### src/hdl/shortest_queue_dispatcher_core_assert.svh
// Assertion macros for the shortest queue dispatcher core.
// Each macro takes a label, the clock, the active-low reset and expressions.
`ifndef SHORTEST_QUEUE_DISPATCHER_CORE_ASSERT_SVH
`define SHORTEST_QUEUE_DISPATCHER_CORE_ASSERT_SVH

// Condition must hold at every edge out of reset.
`define SQD_ASSERT_ALWAYS(label, clk, rst_n, cond) \
  label: assert property (@(posedge clk) disable iff (!(rst_n)) (cond)) \
    else $error("sqd invariant violated");

// Consequence must hold in the same cycle as the antecedent.
`define SQD_ASSERT_IMPLY(label, clk, rst_n, ante, cons) \
  label: assert property (@(posedge clk) disable iff (!(rst_n)) (ante) |-> (cons)) \
    else $error("sqd implication violated");

// Consequence must hold in the cycle after the antecedent.
`define SQD_ASSERT_NEXT(label, clk, rst_n, ante, cons) \
  label: assert property (@(posedge clk) disable iff (!(rst_n)) (ante) |=> (cons)) \
    else $error("sqd next-cycle check violated");

`endif

### src/hdl/sqd_pkg.sv
// ----------------------------------------------------------------------------
// sqd_pkg
// Sizes, codes, types and helpers shared by the shortest queue dispatcher.
// ----------------------------------------------------------------------------
`default_nettype none

package sqd_pkg;

  localparam int NUM_DESKS    = 4;
  localparam int QUEUE_DEPTH  = 8;
  localparam int CLIENT_WIDTH = 16;

  localparam int DESK_W    = $clog2(NUM_DESKS);
  localparam int PTR_W     = $clog2(QUEUE_DEPTH);
  localparam int CNT_W     = $clog2(QUEUE_DEPTH + 1);
  localparam int RAM_DEPTH = NUM_DESKS * QUEUE_DEPTH;
  localparam int ADDR_W    = $clog2(RAM_DEPTH);

  // Field widths fixed by the ports
  localparam int KIND_W     = 1;
  localparam int STATUS_W   = 2;
  localparam int DESK_FLD_W = 2;
  localparam int CLIENT_FLD_W = 16;
  localparam int LEN_FLD_W  = 4;

  localparam logic [KIND_W-1:0] KIND_ARRIVE = 1'b0;
  localparam logic [KIND_W-1:0] KIND_SERVE  = 1'b1;

  localparam logic [STATUS_W-1:0] STATUS_OK    = 2'd0;
  localparam logic [STATUS_W-1:0] STATUS_FULL  = 2'd1;
  localparam logic [STATUS_W-1:0] STATUS_EMPTY = 2'd2;

  typedef logic [DESK_W-1:0]       desk_t;
  typedef logic [PTR_W-1:0]        ptr_t;
  typedef logic [CNT_W-1:0]        cnt_t;
  typedef logic [CLIENT_WIDTH-1:0] client_t;
  typedef logic [ADDR_W-1:0]       addr_t;

  typedef struct packed {
    desk_t desk;
    cnt_t  count;
  } pick_t;

  function automatic ptr_t next_slot(ptr_t p);
    ptr_t r;
    if (int'(p) == QUEUE_DEPTH - 1) begin
      r = '0;
    end else begin
      r = p + ptr_t'(1);
    end
    return r;
  endfunction

  function automatic addr_t slot_addr(desk_t d, ptr_t p);
    int a;
    a = int'(d) * QUEUE_DEPTH + int'(p);
    return addr_t'(a);
  endfunction

endpackage

`default_nettype wire

### src/hdl/sqd_ram.sv
// ----------------------------------------------------------------------------
// sqd_ram
// Generic single-write, single-read RAM with registered read data.
// ----------------------------------------------------------------------------
`default_nettype none

module sqd_ram #(
  parameter int Width = 16,
  parameter int Depth = 32
) (
  input  wire logic                     clk_i,
  input  wire logic                     we_i,
  input  wire logic [$clog2(Depth)-1:0] waddr_i,
  input  wire logic [Width-1:0]         wdata_i,
  input  wire logic                     re_i,
  input  wire logic [$clog2(Depth)-1:0] raddr_i,
  output      logic [Width-1:0]         rdata_o
);

  logic [Width-1:0] mem_q [Depth];
  logic [Width-1:0] rdata_q;

  always_ff @(posedge clk_i) begin
    if (we_i) begin
      mem_q[waddr_i] <= wdata_i;
    end
    if (re_i) begin
      rdata_q <= mem_q[raddr_i];
    end
  end

  assign rdata_o = rdata_q;

endmodule

`default_nettype wire

### src/hdl/sqd_pick.sv
// ----------------------------------------------------------------------------
// sqd_pick
// Finds the desk with the fewest waiting words; ties go to the lowest index.
// ----------------------------------------------------------------------------
`default_nettype none

module sqd_pick
  import sqd_pkg::*;
(
  input  wire cnt_t  count_i [NUM_DESKS],
  output      pick_t pick_o
);

  always_comb begin
    pick_o.desk  = '0;
    pick_o.count = count_i[0];
    // strict less-than keeps the earlier desk on a tie
    for (int d = 1; d < NUM_DESKS; d++) begin
      if (count_i[d] < pick_o.count) begin
        pick_o.desk  = desk_t'(d);
        pick_o.count = count_i[d];
      end
    end
  end

endmodule

`default_nettype wire

### src/hdl/shortest_queue_dispatcher_core.sv
// ----------------------------------------------------------------------------
// shortest_queue_dispatcher_core
// Join-shortest-queue dispatcher: one ring FIFO of client ids per desk.
// ----------------------------------------------------------------------------
//   channel | valid       | stall       | words
//   --------+-------------+-------------+----------------------------------------
//   in      | in_valid_i  | in_stall_o  | kind, client_id, serve_desk
//   out     | out_valid_o | out_stall_i | status, chosen_desk, served_client,
//           |             |             | queue_length
//
// One word per cycle sustained while out_stall_i is low; a word passes the input
// register, then the result register, with the client RAM read alongside it.
// Reset clears counts, pointers and valids at once; the client store is not
// cleared. A stalled output holds its word and stops the input register,
// which then raises in_stall_o in the same cycle.
`default_nettype none

`include "shortest_queue_dispatcher_core_assert.svh"

module shortest_queue_dispatcher_core
  import sqd_pkg::*;
(
  input  wire logic                    clk_i,
  input  wire logic                    rst_ni,
  input  wire logic                    in_valid_i,
  output      logic                    in_stall_o,
  input  wire logic [KIND_W-1:0]       kind_i,
  input  wire logic [CLIENT_FLD_W-1:0] client_id_i,
  input  wire logic [DESK_FLD_W-1:0]   serve_desk_i,
  output      logic                    out_valid_o,
  input  wire logic                    out_stall_i,
  output      logic [STATUS_W-1:0]     status_o,
  output      logic [DESK_FLD_W-1:0]   chosen_desk_o,
  output      logic [CLIENT_FLD_W-1:0] served_client_o,
  output      logic [LEN_FLD_W-1:0]    queue_length_o
);

  // Input register
  logic                  in_vld_q, in_vld_d;
  logic [KIND_W-1:0]     in_kind_q;
  client_t               in_client_q, in_client_d;
  logic [DESK_FLD_W-1:0] in_desk_q;

  // Queue state
  cnt_t count_q [NUM_DESKS];
  ptr_t head_q  [NUM_DESKS];
  ptr_t tail_q  [NUM_DESKS];

  // Result register
  logic                  out_vld_q, out_vld_d;
  logic [STATUS_W-1:0]   out_status_q, out_status_d;
  logic [DESK_FLD_W-1:0] out_desk_q, out_desk_d;
  client_t               out_client_q, out_client_d;
  cnt_t                  out_len_q, out_len_d;
  logic                  out_from_ram_q, out_from_ram_d;

  logic    in_acc, advance;
  pick_t   pick;
  logic    arrive_ok, serve_ok;
  desk_t   serve_idx;
  logic    ram_we, ram_re;
  addr_t   ram_waddr, ram_raddr;
  client_t ram_rdata;

  logic [31:0] cid_ext, pick_desk_ext, serve_ext, sc_ext, len_ext;

  assign advance    = in_vld_q && (!out_vld_q || !out_stall_i);
  assign in_stall_o = in_vld_q && !advance;
  assign in_acc     = in_valid_i && !in_stall_o;
  assign in_vld_d   = in_acc || (in_vld_q && !advance);

  assign cid_ext     = 32'(client_id_i);
  assign in_client_d = cid_ext[CLIENT_WIDTH-1:0];

  sqd_pick u_pick (
    .count_i (count_q),
    .pick_o  (pick)
  );

  assign serve_ext     = 32'(in_desk_q);
  assign serve_idx     = serve_ext[DESK_W-1:0];
  assign pick_desk_ext = 32'(pick.desk);

  assign arrive_ok = (in_kind_q == KIND_ARRIVE) && (int'(pick.count) < QUEUE_DEPTH);
  assign serve_ok  = (in_kind_q == KIND_SERVE) && (int'(in_desk_q) < NUM_DESKS)
                     && (count_q[serve_idx] != '0);

  assign ram_we    = advance && arrive_ok;
  assign ram_re    = advance && serve_ok;
  assign ram_waddr = slot_addr(pick.desk, tail_q[pick.desk]);
  assign ram_raddr = slot_addr(serve_idx, head_q[serve_idx]);

  sqd_ram #(
    .Width (CLIENT_WIDTH),
    .Depth (RAM_DEPTH)
  ) u_ram (
    .clk_i   (clk_i),
    .we_i    (ram_we),
    .waddr_i (ram_waddr),
    .wdata_i (in_client_q),
    .re_i    (ram_re),
    .raddr_i (ram_raddr),
    .rdata_o (ram_rdata)
  );

  always_comb begin
    out_status_d   = STATUS_OK;
    out_desk_d     = in_desk_q;
    out_client_d   = '0;
    out_len_d      = '0;
    out_from_ram_d = 1'b0;
    if (in_kind_q == KIND_ARRIVE) begin
      if (arrive_ok) begin
        out_desk_d   = pick_desk_ext[DESK_FLD_W-1:0];
        out_client_d = in_client_q;
        out_len_d    = pick.count + cnt_t'(1);
      end else begin
        out_status_d = STATUS_FULL;
        out_desk_d   = '0;
        out_len_d    = cnt_t'(QUEUE_DEPTH);
      end
    end else begin
      if (serve_ok) begin
        out_from_ram_d = 1'b1;
        out_len_d      = count_q[serve_idx] - cnt_t'(1);
      end else begin
        out_status_d = STATUS_EMPTY;
      end
    end
  end

  assign out_vld_d = advance || (out_vld_q && out_stall_i);

  always_ff @(posedge clk_i or negedge rst_ni) begin
    if (!rst_ni) begin
      in_vld_q  <= 1'b0;
      out_vld_q <= 1'b0;
      for (int d = 0; d < NUM_DESKS; d++) begin
        count_q[d] <= '0;
        head_q[d]  <= '0;
        tail_q[d]  <= '0;
      end
    end else begin
      in_vld_q  <= in_vld_d;
      out_vld_q <= out_vld_d;
      if (ram_we) begin
        count_q[pick.desk] <= pick.count + cnt_t'(1);
        tail_q[pick.desk]  <= next_slot(tail_q[pick.desk]);
      end
      if (ram_re) begin
        count_q[serve_idx] <= count_q[serve_idx] - cnt_t'(1);
        head_q[serve_idx]  <= next_slot(head_q[serve_idx]);
      end
    end
  end

  always_ff @(posedge clk_i) begin
    if (in_acc) begin
      in_kind_q   <= kind_i;
      in_client_q <= in_client_d;
      in_desk_q   <= serve_desk_i;
    end
    if (advance) begin
      out_status_q   <= out_status_d;
      out_desk_q     <= out_desk_d;
      out_client_q   <= out_client_d;
      out_len_q      <= out_len_d;
      out_from_ram_q <= out_from_ram_d;
    end
  end

  // popped word arrives from the registered RAM read, in the cycle after the read
  assign sc_ext  = 32'(out_from_ram_q ? ram_rdata : out_client_q);
  assign len_ext = 32'(out_len_q);

  assign out_valid_o     = out_vld_q;
  assign status_o        = out_status_q;
  assign chosen_desk_o   = out_desk_q;
  assign served_client_o = sc_ext[CLIENT_FLD_W-1:0];
  assign queue_length_o  = len_ext[LEN_FLD_W-1:0];

  // ---------------------------------------------------------------------------
  // Assertions
  // ---------------------------------------------------------------------------
  for (genvar g = 0; g < NUM_DESKS; g++) begin : g_chk
    logic [CNT_W:0] wrap_sum;
    logic [CNT_W:0] wrap_pos;
    logic           ring_ok;
    assign wrap_sum = (CNT_W+1)'(head_q[g]) + (CNT_W+1)'(count_q[g]);
    assign wrap_pos = (int'(wrap_sum) >= QUEUE_DEPTH) ?
                      wrap_sum - (CNT_W+1)'(QUEUE_DEPTH) : wrap_sum;
    assign ring_ok  = (int'(count_q[g]) <= QUEUE_DEPTH) &&
                      (wrap_pos == (CNT_W+1)'(tail_q[g]));
    `SQD_ASSERT_ALWAYS(a_ring_consistent, clk_i, rst_ni, ring_ok)
  end

  `SQD_ASSERT_NEXT(a_read_lands, clk_i, rst_ni, ram_re, out_vld_q && out_from_ram_q)
  `SQD_ASSERT_IMPLY(a_ram_only_ok, clk_i, rst_ni, out_vld_q && out_from_ram_q, out_status_q == STATUS_OK)

endmodule

`default_nettype wire
### config.mk
export PLATFORM = sky130hd
export DESIGN_NAME = shortest_queue_dispatcher_core
export DESIGN_NICKNAME = d
export VERILOG_FILES = /design/src/hdl/sqd_pkg.sv /design/src/hdl/sqd_ram.sv /design/src/hdl/sqd_pick.sv /design/src/hdl/shortest_queue_dispatcher_core.sv
export VERILOG_INCLUDE_DIRS = /design/src /design/src/hdl
export SDC_FILE = /design/constraint.sdc
export NUM_CORES = 1
export LEC_CHECK = 0
export BUFFER_PORTS_ARGS = -buffer_cell sky130_fd_sc_hd__buf_2
export CORE_MARGIN = 3
export CORE_UTILIZATION = 55
export DETAILED_ROUTE_END_ITERATION = 12
export MAX_ROUTING_LAYER = met4
export PLACE_DENSITY = 0.75
export SYNTH_ARGS = -nofsm -noshare
export SYNTH_HDL_FRONTEND = slang
export SYNTH_SLANG_ARGS = --single-unit
### constraint.sdc
create_clock -name clk_i -period 8.85 [get_ports clk_i]
set_input_delay 1.3275 -clock clk_i [delete_from_list [all_inputs] [get_ports clk_i]]
set_output_delay 1.3275 -clock clk_i [all_outputs]
set_load 0.03 [all_outputs]
# == After elaboration in Yosys (flattened, before gate mapping) ==
# Memory sizes are Yosys's and may differ from the RTL's. A register that Yosys moved wholly into a read port is not among the register bits.
# Cells that the tools add are included.
# totals
reg_bits,86
latch_bits,0
mem_bits_rw,512
rom_bits,0
input_bits,23
output_inout_bits,26
wordCells,104
mem_count,1
# op_classes
add_sub_neg,6
n_mul,0
div,0
magnitude_cmp,8
eq_ne,2
n_shift,0
mux,42
n_bitwise,4
reduce_logical,19
# memory_table
name,words,word_bits,read_ports,rd_clocked_by_memory_dff,wr,line,source
u_ram.mem_q,32,16,1,1,1,sqd_ram.sv:20,logic [Width-1:0] mem_q [Depth];
# op_table
op,n
2-to-1 mux 16 bit,3
bitwise mux 16 bit,2
2-to-1 mux 3 bit,10
2-to-1 mux 4 bit,7
bitwise mux 12 bit,2
demux 4 bit (select 2 bit),2
binary-select mux 3 bit (select 2 bit),2
demux 3 bit (select 2 bit),2
less-than comparator 4 bit,3
2-to-1 mux 6 bit,2
adder 5 x 3 -> 5 bit,2
logical AND 1 bit,10
binary-select mux 4 bit (select 2 bit),1
2-to-1 mux 2 bit,4
adder 3 x 1 -> 3 bit (second input constant),2
equality test 3 x 1 -> 1 bit (second input constant),2
>= comparator 3 bit (second input constant),2
less-than comparator 3 x 1 -> 1 bit (second input constant),2
NOT 2 -> 3 bit,2
2-to-1 mux 5 bit,1
adder 4 x 1 -> 4 bit (second input constant),1
zero test 1 bit,4
less-than comparator 4 bit (second input constant),1
2-to-1 mux 1 bit,4
5 further kinds,8

# == Longest topological paths before layout ==
# Gate-level depths: netlist (run 1).
# logic_depth
ltp_word,15
mapped_depth,27
ltp_nobuf,25

# == By module ==
# From an unflattened synthesis (run 1), not the netlist that was laid out.
# hier_totals
cells_unflattened,1493
area_unflattened_um2,25175.4
# by_module_without_submodules
mod,n_inst,cells_per_inst,area_each_um2,seq_area_each_um2
sqd_ram,1,1143,20696.1,15855.2
shortest_queue_dispatcher_core,1,289,4013.8,2372.3
sqd_pick,1,61,465.4,0.0

# == Worst setup path before layout (run 1) ==
# OpenSTA, ideal clock, no wires.
# synth_path
path_type,register -> register
from,reg count_q[13] in the netlist's numbering
to,mem u_ram.mem_q[19][0] (enable)
setup_time_ps,430
arrival_time_ps,6163
t_required_ps,8420
setup_slack_ps,2257
path_stages_with_launch,26
path_buffers,3
period_less_slack_ps,6593
cell_sequence,dfrtp_1 inv_1 ha_1 o211ai_1 o21a_1 buf_2 nor2_1 a21oi_1 ha_1 o211ai_1 nor3_1 a21bo_2 mux2i_1 inv_1 ha_1 a21oi_1 nand2_1 and3_1 a22oi_2 and2_1 clkbuf_1 clkbuf_1 a221o_1 ha_1 nand2_1 nor4_1
# synth_between
elab_chain_len,11
word_cells_on_any_way,16
classes_between,add/sub: 1; order compare: 4; mux: 8; bitwise: 1; reduce/logical: 2
# synth_rtl
item,line,source
from (decl),shortest_queue_dispatcher_core.sv:45,cnt_t count_q [NUM_DESKS];
"from (signal, indexed assignment)",shortest_queue_dispatcher_core.sv:147,count_q[pick.desk] <= pick.count + cnt_t'(1);
"from (signal, indexed assignment)",shortest_queue_dispatcher_core.sv:151,count_q[serve_idx] <= count_q[serve_idx] - cnt_t'(1);
less-than comparator 4 bit,sqd_pick.sv:19,if (count_i[d] < pick_o.count) begin
2-to-1 mux 5 bit *,sqd_pick.sv:19,
less-than comparator 4 bit,sqd_pick.sv:19,
2-to-1 mux 6 bit *,sqd_pick.sv:19,
less-than comparator 4 bit,sqd_pick.sv:19,
2-to-1 mux 6 bit *,sqd_pick.sv:19,
NOT 2 -> 3 bit (not written as such) / less-than comparator 4 bit (equally long branches),"shortest_queue_dispatcher_core.sv:90, shortest_queue_dispatcher_core.sv:84",
binary-select mux 3 bit (select 2 bit) / logical AND 1 bit (equally long branches),"shortest_queue_dispatcher_core.sv:90, shortest_queue_dispatcher_core.sv:84",
2-to-1 mux 3 bit (not written as such) / logical AND 1 bit (equally long branches),"shortest_queue_dispatcher_core.sv:90, shortest_queue_dispatcher_core.sv:88",
2-to-1 mux 3 bit (not written as such) / 2-to-1 mux 1 bit (equally long branches),"shortest_queue_dispatcher_core.sv:90, sqd_ram.sv:24",
adder 5 x 3 -> 5 bit / 2-to-1 mux 1 bit (equally long branches),"sqd_pkg.sv:56, sqd_ram.sv:25",
to (decl),sqd_ram.sv:20,
# Every way passes the cells marked *; elsewhere a longest branch is shown, timed or not. The select of a mux whose other input is x is not followed.

# == Final worst setup path (run 1) ==
# layout_path
from,reg count_q[13] in the netlist's numbering
to,mem u_ram.mem_q[5][2] (enable)
# The elaborated chain is that of the path after synthesis.

==> results of run 1 <==
## path summary, 6_finish.rpt
kind,endpoint,startpoint,slack (ns)
hold reg to reg,head_q[6],head_q[6],0.49
hold / removal,head_q[6],head_q[6],0.49
setup / recovery,u_ram.mem_q[5][2],count_q[13],0.88
setup reg to reg,u_ram.mem_q[5][2],count_q[13],0.88
max in group asynchronous,head_q[0],rst_ni,7.32
min in group asynchronous,count_q[2],rst_ni,0.88
## cells by family after synthesis
| group | Yosys count | synth area share (%) |
|---|---|---|
| flip-flops | 614 | 74.59 |
| multiplexers | 238 | 18.56 |
| AND/OR/NAND/NOR | 136 | 2.698 |
| buffers and inverters | 75 | 1.382 |
| AO/OA/AOI/OAI | 56 | 1.582 |
| adder cells (fa/ha/maj) | 19 | 0.9728 |
| XOR/XNOR | 6 | 0.2150 |
## power groups by stage
stage / Sequential, uW / Combinational (uW) / Clock, uW
floorplan: 3680 / 2100 / 0
global placement: 3690 / 3000 / 0
detailed placement: 3700 / 3040 / 0
CTS: 3650 / 3070 / 2730
global route: 3670 / 3280 / 2840
finish: 3650 / 3080 / 2680
## worst max-delay path, cell delays in order (launching register included)
cell and delay [ns]:
dfrtp_1 0.44, inv_1 0.09, ha_1 0.28, o211ai_1 0.35, o21a_1 0.66, a21oi_1 0.23
ha_1 0.38, o211ai_1 0.13, nor3_1 0.16, a21bo_2 0.46, mux2i_1 0.45, inv_1 0.09
ha_1 0.21, a21oi_1 0.26, nand2_1 0.12, and3_1 0.21, a22oi_2 0.28, nand2_1 0.42
nand2_1 0.42, nor2_1 0.11, a221oi_1 0.40, ha_1 0.22, nand2_1 0.34, nor2_2 0.88
## metal layers
| metal | vias up | GRT usage [%] | part of all wire [%] |
|---|---|---|---|
| met3 | 92 | 4.775 | 8.9 |
| met1 | 6137 | 36.45 | 42 |
| met2 | 594 | 35.84 | 46 |
| li1 | 4955 | - | - |
| met4 | 0 | 8.229 | 3.1 |
| met5 | - | - | 0 |
## area by class of cell
class                           count  area, um^2  area share [%]
Sequential cell                   614       18230           65.82
Multi-Input combinational cell    455        5979           21.59
Clock buffer                       67        1536           5.548
Tap cell                          585       732.0           2.643
Clock inverter                     42       574.3           2.074
Timing Repair Buffer               90       555.5           2.006
Inverter                           23       86.33          0.3117
Antenna cell                        1       2.502        0.009036
## flip-flops by register name, indices dropped and copies added (netlist names)
signal          cells
u_ram.rdata_o      16
u_ram.mem_q       512
tail_q             12
in_vld_q            1
status_o            2
count_q            16
out_client_q       16
in_desk_q           2
out_valid_o         1
out_from_ram_q      1
queue_length_o      4
chosen_desk_o       2
head_q             12
in_kind_q           1
in_client_q        16
## cell usage after synthesis, types with 8 or more instances
master,count
clkbuf_1,13
ha_1,19
nand2_1,33
a21oi_1,9
buf_4,9
buf_2,18
nor3_1,9
mux2_1,15
inv_1,23
mux4_2,167
and3_1,18
o21ai_1,12
mux2i_1,20
mux2_2,36
edfxtp_1,572
nor4_1,8
nor2_1,41
buf_1,12
dfrtp_1,42
## per-stage QoR
| step | cell area [um^2] | power, uW | utilization [%] | worst slack, ns |
|---|---|---|---|---|
| detailed placement | 25580 | 6741 | 58.87 | 1.067 |
| floorplan | 24440 | 5789 | - | 2.257 |
| CTS | 27690 | 9443 | 63.72 | 1.013 |
| global placement | 25580 | 6681 | 58.87 | 1.343 |
| global route | 27690 | 9795 | 63.73 | 0.2814 |
| finish | 27690 | 9407 | 63.73 | 0.8800 |
==> impl_metrics.yaml, run 1 <==
run:
  drv_cap: 0
critical_path:
  cp-end-kind: "register"
  required_ns: 9.09
  rr_worst_depth: 23
  arrival_ns: 8.21
  critPathLaunchType: "register"
  critical_path_class: "register to register"
  crit_fanout: 20
timing:
  rsz0062_at_grt: "no"
  min_period_ns: 7.970
  fmax_ghz: 0.1255
  hold_viol: 0
  worstMarginPinSlew_ns: 1.320
  fin_skew_ns: 0.01302
  setup_viol: 0
  setup_tns_ns: 0
  period_share_pct: 90.06
  drv_slew: 0
  relSlewSlack_pct: 12.01
  hold_ws_ns: 0.4873
cts:
  cts_buffer_depth: 3
  clk_pin_slew_ns: 0.07
  cts_max_level: 2
  post-cts-setup-buffers: 0
  cts.sinks: 614
  numCtsBuffers: 58
  cts_hold_buf: 0
  cts_tree: "built"
  insertion_delay_ns: 0.62
  cts-root-buf: "clkbuf_16"
  cts_resized: 0
yosys:
  synth_top_area_cell: "edfxtp_1"
  synth_flop_cell: "edfxtp_1"
  ys_seq_area_share_pct: 74.59
  synthesis.area_um2: 24440
  syn_inst: 1144
  syn_avg_cell_area_um2: 21.36
  syn-num-nets: 1186
  synthTopCellsByArea: "edfxtp_1 70%, mux4_2 15%, dfrtp_1 4.3%"
  synth_edf_count: 572
  synth_async_sr_flop_share_pct: 6.840
  synth.ff_latch_count: 614
  yosys_warnings: 0
  synth_top_area_share_pct: 70.29
  ys_types: 52
routing:
  final_antenna_net_count: 0
  viasPerCell: 6.275
  wl_per_cell_um: 29.23
  dr.pass1.iters: 5
  drc: 0
  vias: 11780
  wirelength_um: 54870
  drt_iter0_drc: 1587
placement:
  hpwl_um: 33220
  gp_congestion: 0.9084
  dp_cells: 1767
  io_buffers: 48
global_routing:
  grt_pass1_vias: 11950
  grt_usage_pct: 24.81
  grt_overflow: 0
  grt_pass1_wl_um: 81940
  grt_max_degree: 56
  antenna_found_initial: 2
pwr:
  power.share.sequential_pct: 38.8
  combinationalPowerShare_pct: 32.7
  p_sw_uw: 3045
  powerDensity_nw_per_um2: 339.7
  p_leak_uw: 0.009209
  sw_frac_of_total_pct: 32.37
  peakVddDrop_uv: 222.7
  clockPowerShare_pct: 28.5
  p_int_uw: 6362
layout:
  finalNetCount: 1284
  drive_above_1_share_pct: 32.53
  final_cell_mix: "572 x edfxtp_1, 165 x mux4_2, 59 x clkbuf_16"
  area_growth_pct: 13.33
  fill_cells: 2861
  final_common_cell: "edfxtp_1"
  final_cells: 1877
die:
  start_util_pct: 56.23
  die-area_um2: 47000
  die_w_um: 216.8
  rows: 76
  fp.dieH_um: 216.8
  pin_count: 49
  coreArea_um2: 43460
status:
  status: "finished clean"
min_path:
  holdPathStages: 1
  hp-class: "register to register"
(Power assumes the default switching activity.)
==> inputs of run 2 (changes only) <==
SYNTH_HIERARCHICAL = 1   (was not set)
==> run 2 against run 1 <==
Against the previous run: utilization down 1.2 points; sequential cell count unchanged; wire length up 3.1%; largest cell class unchanged; sequential power up 2%; global-route usage down 0.39 points; non-clock buffer count up 17; via count up 16%; final cell count up 18%.
==> impl_metrics.yaml, run 2 <==
routing:
  dr.pass1.iters: 6
  wirelength_um: 56590
  final_antenna_net_count: 0
  wl_per_cell_um: 25.55
  drt_iter0_drc: 1576
  vias: 13660
  drc: 0
  viasPerCell: 6.168
placement:
  dp_cells: 2112
  io_buffers: 48
  place_area_um2: 26040
  hpwl_um: 33660
  gp_congestion: 0.9030
layout:
  area_growth_pct: 11.07
  final_common_cell: "edfxtp_1"
  final_cells: 2215
  largest-register: "u_ram/mem_q"
  finalNetCount: 1618
  largest_reg_flops: 512
  stdcell_area_um2: 27960
  final_core_util_pct: 62.55
  final_cell_mix: "572 x edfxtp_1, 271 x mux2i_1, 64 x a22oi_1"
  drive_above_1_share_pct: 16.64
  antenna-diode-count: 0
yosys:
  synth_flop_cell: "edfxtp_1"
  ys_types: 66
  synth_top_area_cell: "edfxtp_1"
  yosysMostFrequentCell: "edfxtp_1"
  synth_common_cells: "572 x edfxtp_1, 271 x mux2i_1, 64 x a22oi_1"
  ys_seq_area_share_pct: 72.40
  syn-num-nets: 1533
  synthTopCellsByArea: "edfxtp_1 68%, mux2i_1 11%, dfrtp_1 4.2%"
  syn_inst: 1493
  syn_avg_cell_area_um2: 16.86
  synth_edf_count: 572
  synth.ff_latch_count: 614
  synth_top_area_share_pct: 68.23
  yosys_warnings: 6
  synthesis.area_um2: 25180
  synth_async_sr_flop_share_pct: 6.840
global_routing:
  grt_usage_pct: 24.42
  grt_pass1_wl_um: 84320
  grt_overflow: 0
  grt_max_degree: 132
  grt_pass1_vias: 13320
  antenna_found_initial: 0
timing:
  setup_tns_ns: 0
  period_share_pct: 83.10
  relSlewSlack_pct: 16.35
  fin_skew_ns: 0.02686
  drv_slew: 0
  rsz0062_at_grt: "no"
  hold_viol: 0
  setup_viol: 0
  min_period_ns: 7.355
  fmax_ghz: 0.1360
  worstMarginPinSlew_ns: 1.252
die:
  fp.dieH_um: 219.9
  coreArea_um2: 44700
  die-area_um2: 48380
  rows: 77
  die_w_um: 219.9
  pin_count: 49
  start_util_pct: 56.32
critical_path:
  r2r-end: "u_ram/mem_q[4][15]"
  path_cells: "inv_1, ha_1, o211ai_2, o21ai_2, mux2i_1, ha_1, a2111o_1, a31o_2, and3_1, or2_1, ha_1, or4_1, a311oi_2, or2_4, o21bai_1, mux4_2, or3b_2, nor2_1"
  crit_fanout: 16
  critPathLaunchType: "register"
  critical_path_class: "register to register"
  worst_path_most_repeated_cell: "ha_1"
  crit_family: "simple AND/OR/NAND/NOR gates"
  cpMaxStageDelayCell: "nor2_1"
  rr_worst_depth: 18
  cp-end-kind: "register"
  slowest_delay_ns: 1.00
  ff2ff_setup_slack_ns: 1.50
  required_ns: 9.07
  rr_startpoint: "count_q[15]"
  cp.buffers_inverters: 1
  arrival_ns: 7.57
cts:
  cts_max_level: 2
  cts_tree: "built"
  cts_resized: 0
  cts.sinks: 614
  cts_hold_buf: 0
  post-cts-setup-buffers: 0
  numCtsBuffers: 56
  cts_buffer_depth: 3
  cts-root-buf: "clkbuf_16"
  clk_pin_slew_ns: 0.07
  insertion_delay_ns: 0.62
run:
  drv_cap: 0
status:
  status: "finished clean"
min_path:
  hp-class: "register to register"
  worstHoldEndpoint: "tail_q[1]"
  holdPathStages: 2
  min-delay-start: "tail_q[1]"
pwr:
  powerDensity_nw_per_um2: 353.5
  total_power_uw: 9884
  peakVddDrop_uv: 393.2
  p_leak_uw: 0.009932
==> run 2: metal layers <==
metal | track usage (%) | share of wire (%) | vias up
li1 | - | - | 6040
met1 | 34.47 | 41 | 6864
met2 | 37.12 | 47 | 665
met3 | 3.792 | 8.7 | 94
met4 | 7.834 | 3.0 | 0
met5 | - | 0 | -
==> run 2: final cells by class <==
cell class | count | area (um^2)
Multi-Input combinational cell | 783 | 6305
Tap cell | 592 | 740.7
Fill cell | 3119 | 16740
Inverter | 16 | 60.06
Timing Repair Buffer | 107 | 708.2
Sequential cell | 614 | 18230
Clock inverter | 42 | 500.5
Clock buffer | 61 | 1420
==> run 2: worst min-delay path, delay by kind of cell (launching register included) <==
| family | cells | cell delay [ns] |
|---|---|---|
| and+or+nand+nor | 1 | 0.05 |
| DFF | 1 | 0.35 |
| AOI/OAI and AO/OA | 1 | 0.06 |
==> run 2: kinds of logic (layout without fill, tap and decap cells) <==
logic type,Yosys count,in the layout,share of synthesized area [%]
and+or+nand+nor,240,240,4.896
muxes,322,322,13.52
DFF,614,614,72.40
AOI/OAI and AO/OA,200,200,5.571
buffers and inverters,96,226,2.629
xor gates and xnor gates,4,4,0.1392
adders and majority gates,17,17,0.8449
==> run 2: worst max path at each step <==
stage | from | end | slack (ns) | depth (start not counted)
finish | count_q[15] | u_ram/mem_q[4][15] | 1.50 | 18
detailed placement | count_q[15] | u_ram/mem_q[4][15] | 1.51 | 18
floorplan | count_q[11] | u_ram/mem_q[28][0] | 2.25 | 19
global route | count_q[15] | u_ram/mem_q[4][15] | 1.06 | 18
global placement | count_q[11] | u_ram/mem_q[4][15] | 1.68 | 17
CTS | count_q[15] | u_ram/mem_q[4][15] | 1.51 | 18
==> run 2: power breakdown <==
| part | leakage (uW) | total [uW] | internal, uW | switching (uW) |
|---|---|---|---|---|
| logic | 0.00328 | 3660 | 1320 | 2340 |
| registers | 0.00570 | 3710 | 3580 | 133 |
| clock network | 0.000947 | 2510 | 1460 | 1050 |
| total | 0.00993 | 9880 | 6360 | 3530 |
==> run 2: metrics by stage <==
stage / setup slack [ns] / hold WS (ns)
after floorplan: 2.252 / 0.4404
final: 1.495 / 0.4944
after global placement: 1.680 / 0.4697
after detailed placement: 1.512 / 0.4759
after global routing: 1.060 / 0.5208
after CTS: 1.513 / 0.4959
==> inputs of run 3 (changes only) <==
PLACE_DENSITY = 0.78   (was 0.75)
clock period = 6.5 ns   (was 8.85 ns; I/O delays follow)
==> run 3 against run 2 <==
Against the previous run: global-route usage grew 0.54 points; maximum frequency rose by 17%; critical endpoint is now u_ram/mem_q[9][3]; clock skew is 0.0033 ns lower; power rose by 38%; non-clock buffer count up 19.
==> impl_metrics.yaml, run 3 (synthesis gave the netlist of run 2 again) <==
cts:
  insertion_delay_ns: 0.62
  numCtsBuffers: 57
  cts_buffer_depth: 3
  cts_max_level: 2
  clk_pin_slew_ns: 0.07
  cts_tree: "built"
  cts-root-buf: "clkbuf_16"
  cts.sinks: 614
  cts_hold_buf: 0
critical_path:
  cpMaxStageDelayCell: "mux4_2"
  cp-end-kind: "register"
  critPathLaunchType: "register"
  cp.buffers_inverters: 1
  crit_fanout: 16
  critical_path_class: "register to register"
  worst_path_most_repeated_cell: "ha_1"
  crit_family: "simple AND/OR/NAND/NOR gates"
  path_cells: "ha_1, o211ai_2, o21ai_4, mux2i_2, ha_1, a2111o_1, a31o_2, and3_1, or2_1, ha_1, or4_1, a311oi_2, or2_4, o21bai_2, mux4_2, or3b_2, nor2_1, buf_4"
  required_ns: 6.79
  slowest_delay_ns: 0.69
  arrival_ns: 6.58
routing:
  final_antenna_net_count: 0
  drt_iter0_drc: 1696
  dr.pass1.iters: 8
  drc: 0
  wl_per_cell_um: 25.87
  vias: 13950
  wirelength_um: 57930
  viasPerCell: 6.231
global_routing:
  use_met1_pct: 33.26
  use_met2_pct: 38.02
  grt.busiest_layer: "met2"
  grt_overflow: 0
  grt_pass1_vias: 13730
  grt_usage_pct: 24.96
  grt_max_degree: 83
  antenna_found_initial: 2
  met3_usage_pct: 4.992
  grt_pass1_wl_um: 85330
timing:
  relSlewSlack_pct: 33.74
  rsz0062_at_grt: "yes"
  hold_viol: 0
  fmax_ghz: 0.1589
  drv_slew: 0
  period_share_pct: 96.80
  worstMarginPinSlew_ns: 0.9918
  setup_viol: 0
  fin_skew_ns: 0.02360
  setup_tns_ns: 0
  min_period_ns: 6.292
  hold_ws_ns: 0.4862
run:
  drv_cap: 0
placement:
  hpwl_um: 35560
  io_buffers: 48
  place_area_um2: 26170
  gp_congestion: 0.9210
layout:
  area_growth_pct: 11.69
  final_common_cell: "edfxtp_1"
  finalNetCount: 1638
  final_cell_mix: "572 x edfxtp_1, 270 x mux2i_1, 70 x buf_4"
  largest_reg_flops: 512
  fill_cells: 3125
  drive_above_1_share_pct: 17.19
  largest-register: "u_ram/mem_q"
  stdcell_area_um2: 28120
status:
  status: "finished clean"
pwr:
  peakVddDrop_uv: 455.3
  p_leak_uw: 0.01000
  powerDensity_nw_per_um2: 484.6
die:
  fp.dieH_um: 219.9
  pin_count: 49
  die_w_um: 219.9
  coreArea_um2: 44700
  die-area_um2: 48380
  start_util_pct: 56.32
  rows: 77
min_path:
  hp-class: "register to register"
==> run 3: cell types whose count changed in the layout (fill, tap and decap cells not counted), sizes merged <==
| cell | change |
|---|---|
| inv | -2 |
| clkbuf | +11 |
| diode | +1 |
| clkinv | -1 |
| buf | +19 |
| clkinvlp | -1 |
| bufinv | -3 |
==> run 3: through the flow <==
step | power, uW | setup slack (ns) | utilization, % | std cells
after CTS | 13450 | 0.04986 | 62.74 | 2235
after global placement | 10000 | 0.2495 | 58.55 | 2128
after detailed placement | 10120 | 0.07481 | 58.55 | 2128
after global routing | 14150 | -0.01737 | 62.90 | 2239
after floorplan | 8753 | -0.09848 | - | 1493
final | 13630 | 0.2082 | 62.90 | 2239
==> run 3: timing repair <==
item,CTS,global route
gates resized for setup,0,10
buffers inserted,0,3
setup endpoints to repair,0,380
endpoints found under the hold margin,0,0
==> run 3: final timing paths <==
kind                        startpoint           endpoint  slack, ns  cells after the start
setup / recovery           count_q[11]  u_ram/mem_q[9][3]       0.21                     18
hold / removal               tail_q[4]          tail_q[4]       0.49                      2
setup reg to reg           count_q[11]  u_ram/mem_q[9][3]       0.21                     18
hold reg to reg              tail_q[4]          tail_q[4]       0.49                      2
max in group asynchronous       rst_ni          head_q[2]       5.38                      1
min in group asynchronous       rst_ni         count_q[3]       0.51                      1
==> run 3: where the power goes <==
part	internal [uW]	switching (uW)	total [uW]
registers	4870	198	5070
logic	1940	3290	5230
clock network	1930	1390	3320
==> run 3: layer usage <==
layer | vias up | wire, um
met5 | - | 0
met4 | 0 | 2567
met3 | 140 | 5446
met2 | 756 | 27240
met1 | 6968 | 22670
li1 | 6087 | -
==> run 3: cell type report <==
| type | count | area, um^2 | share of cell area, % |
|---|---|---|---|
| Sequential cell | 614 | 18230 | 64.82 |
| Clock buffer | 72 | 1525 | 5.424 |
| Multi-Input combinational cell | 783 | 6327 | 22.50 |
| Clock inverter | 35 | 345.3 | 1.228 |
| Inverter | 16 | 60.06 | 0.2136 |
| Tap cell | 592 | 740.7 | 2.634 |
| Timing Repair Buffer | 126 | 890.9 | 3.168 |
| Antenna cell | 1 | 2.502 | 0.008899 |
==> run 3: worst reg2reg max path, delay by kind of cell (launching register included) <==
family          cells  cell delay [ns]
compound gates      6             1.57
fa+ha+maj           3             0.88
simple gates        6             1.83
buf+inv             1             0.26
mux                 2             0.94
flops               1             0.46
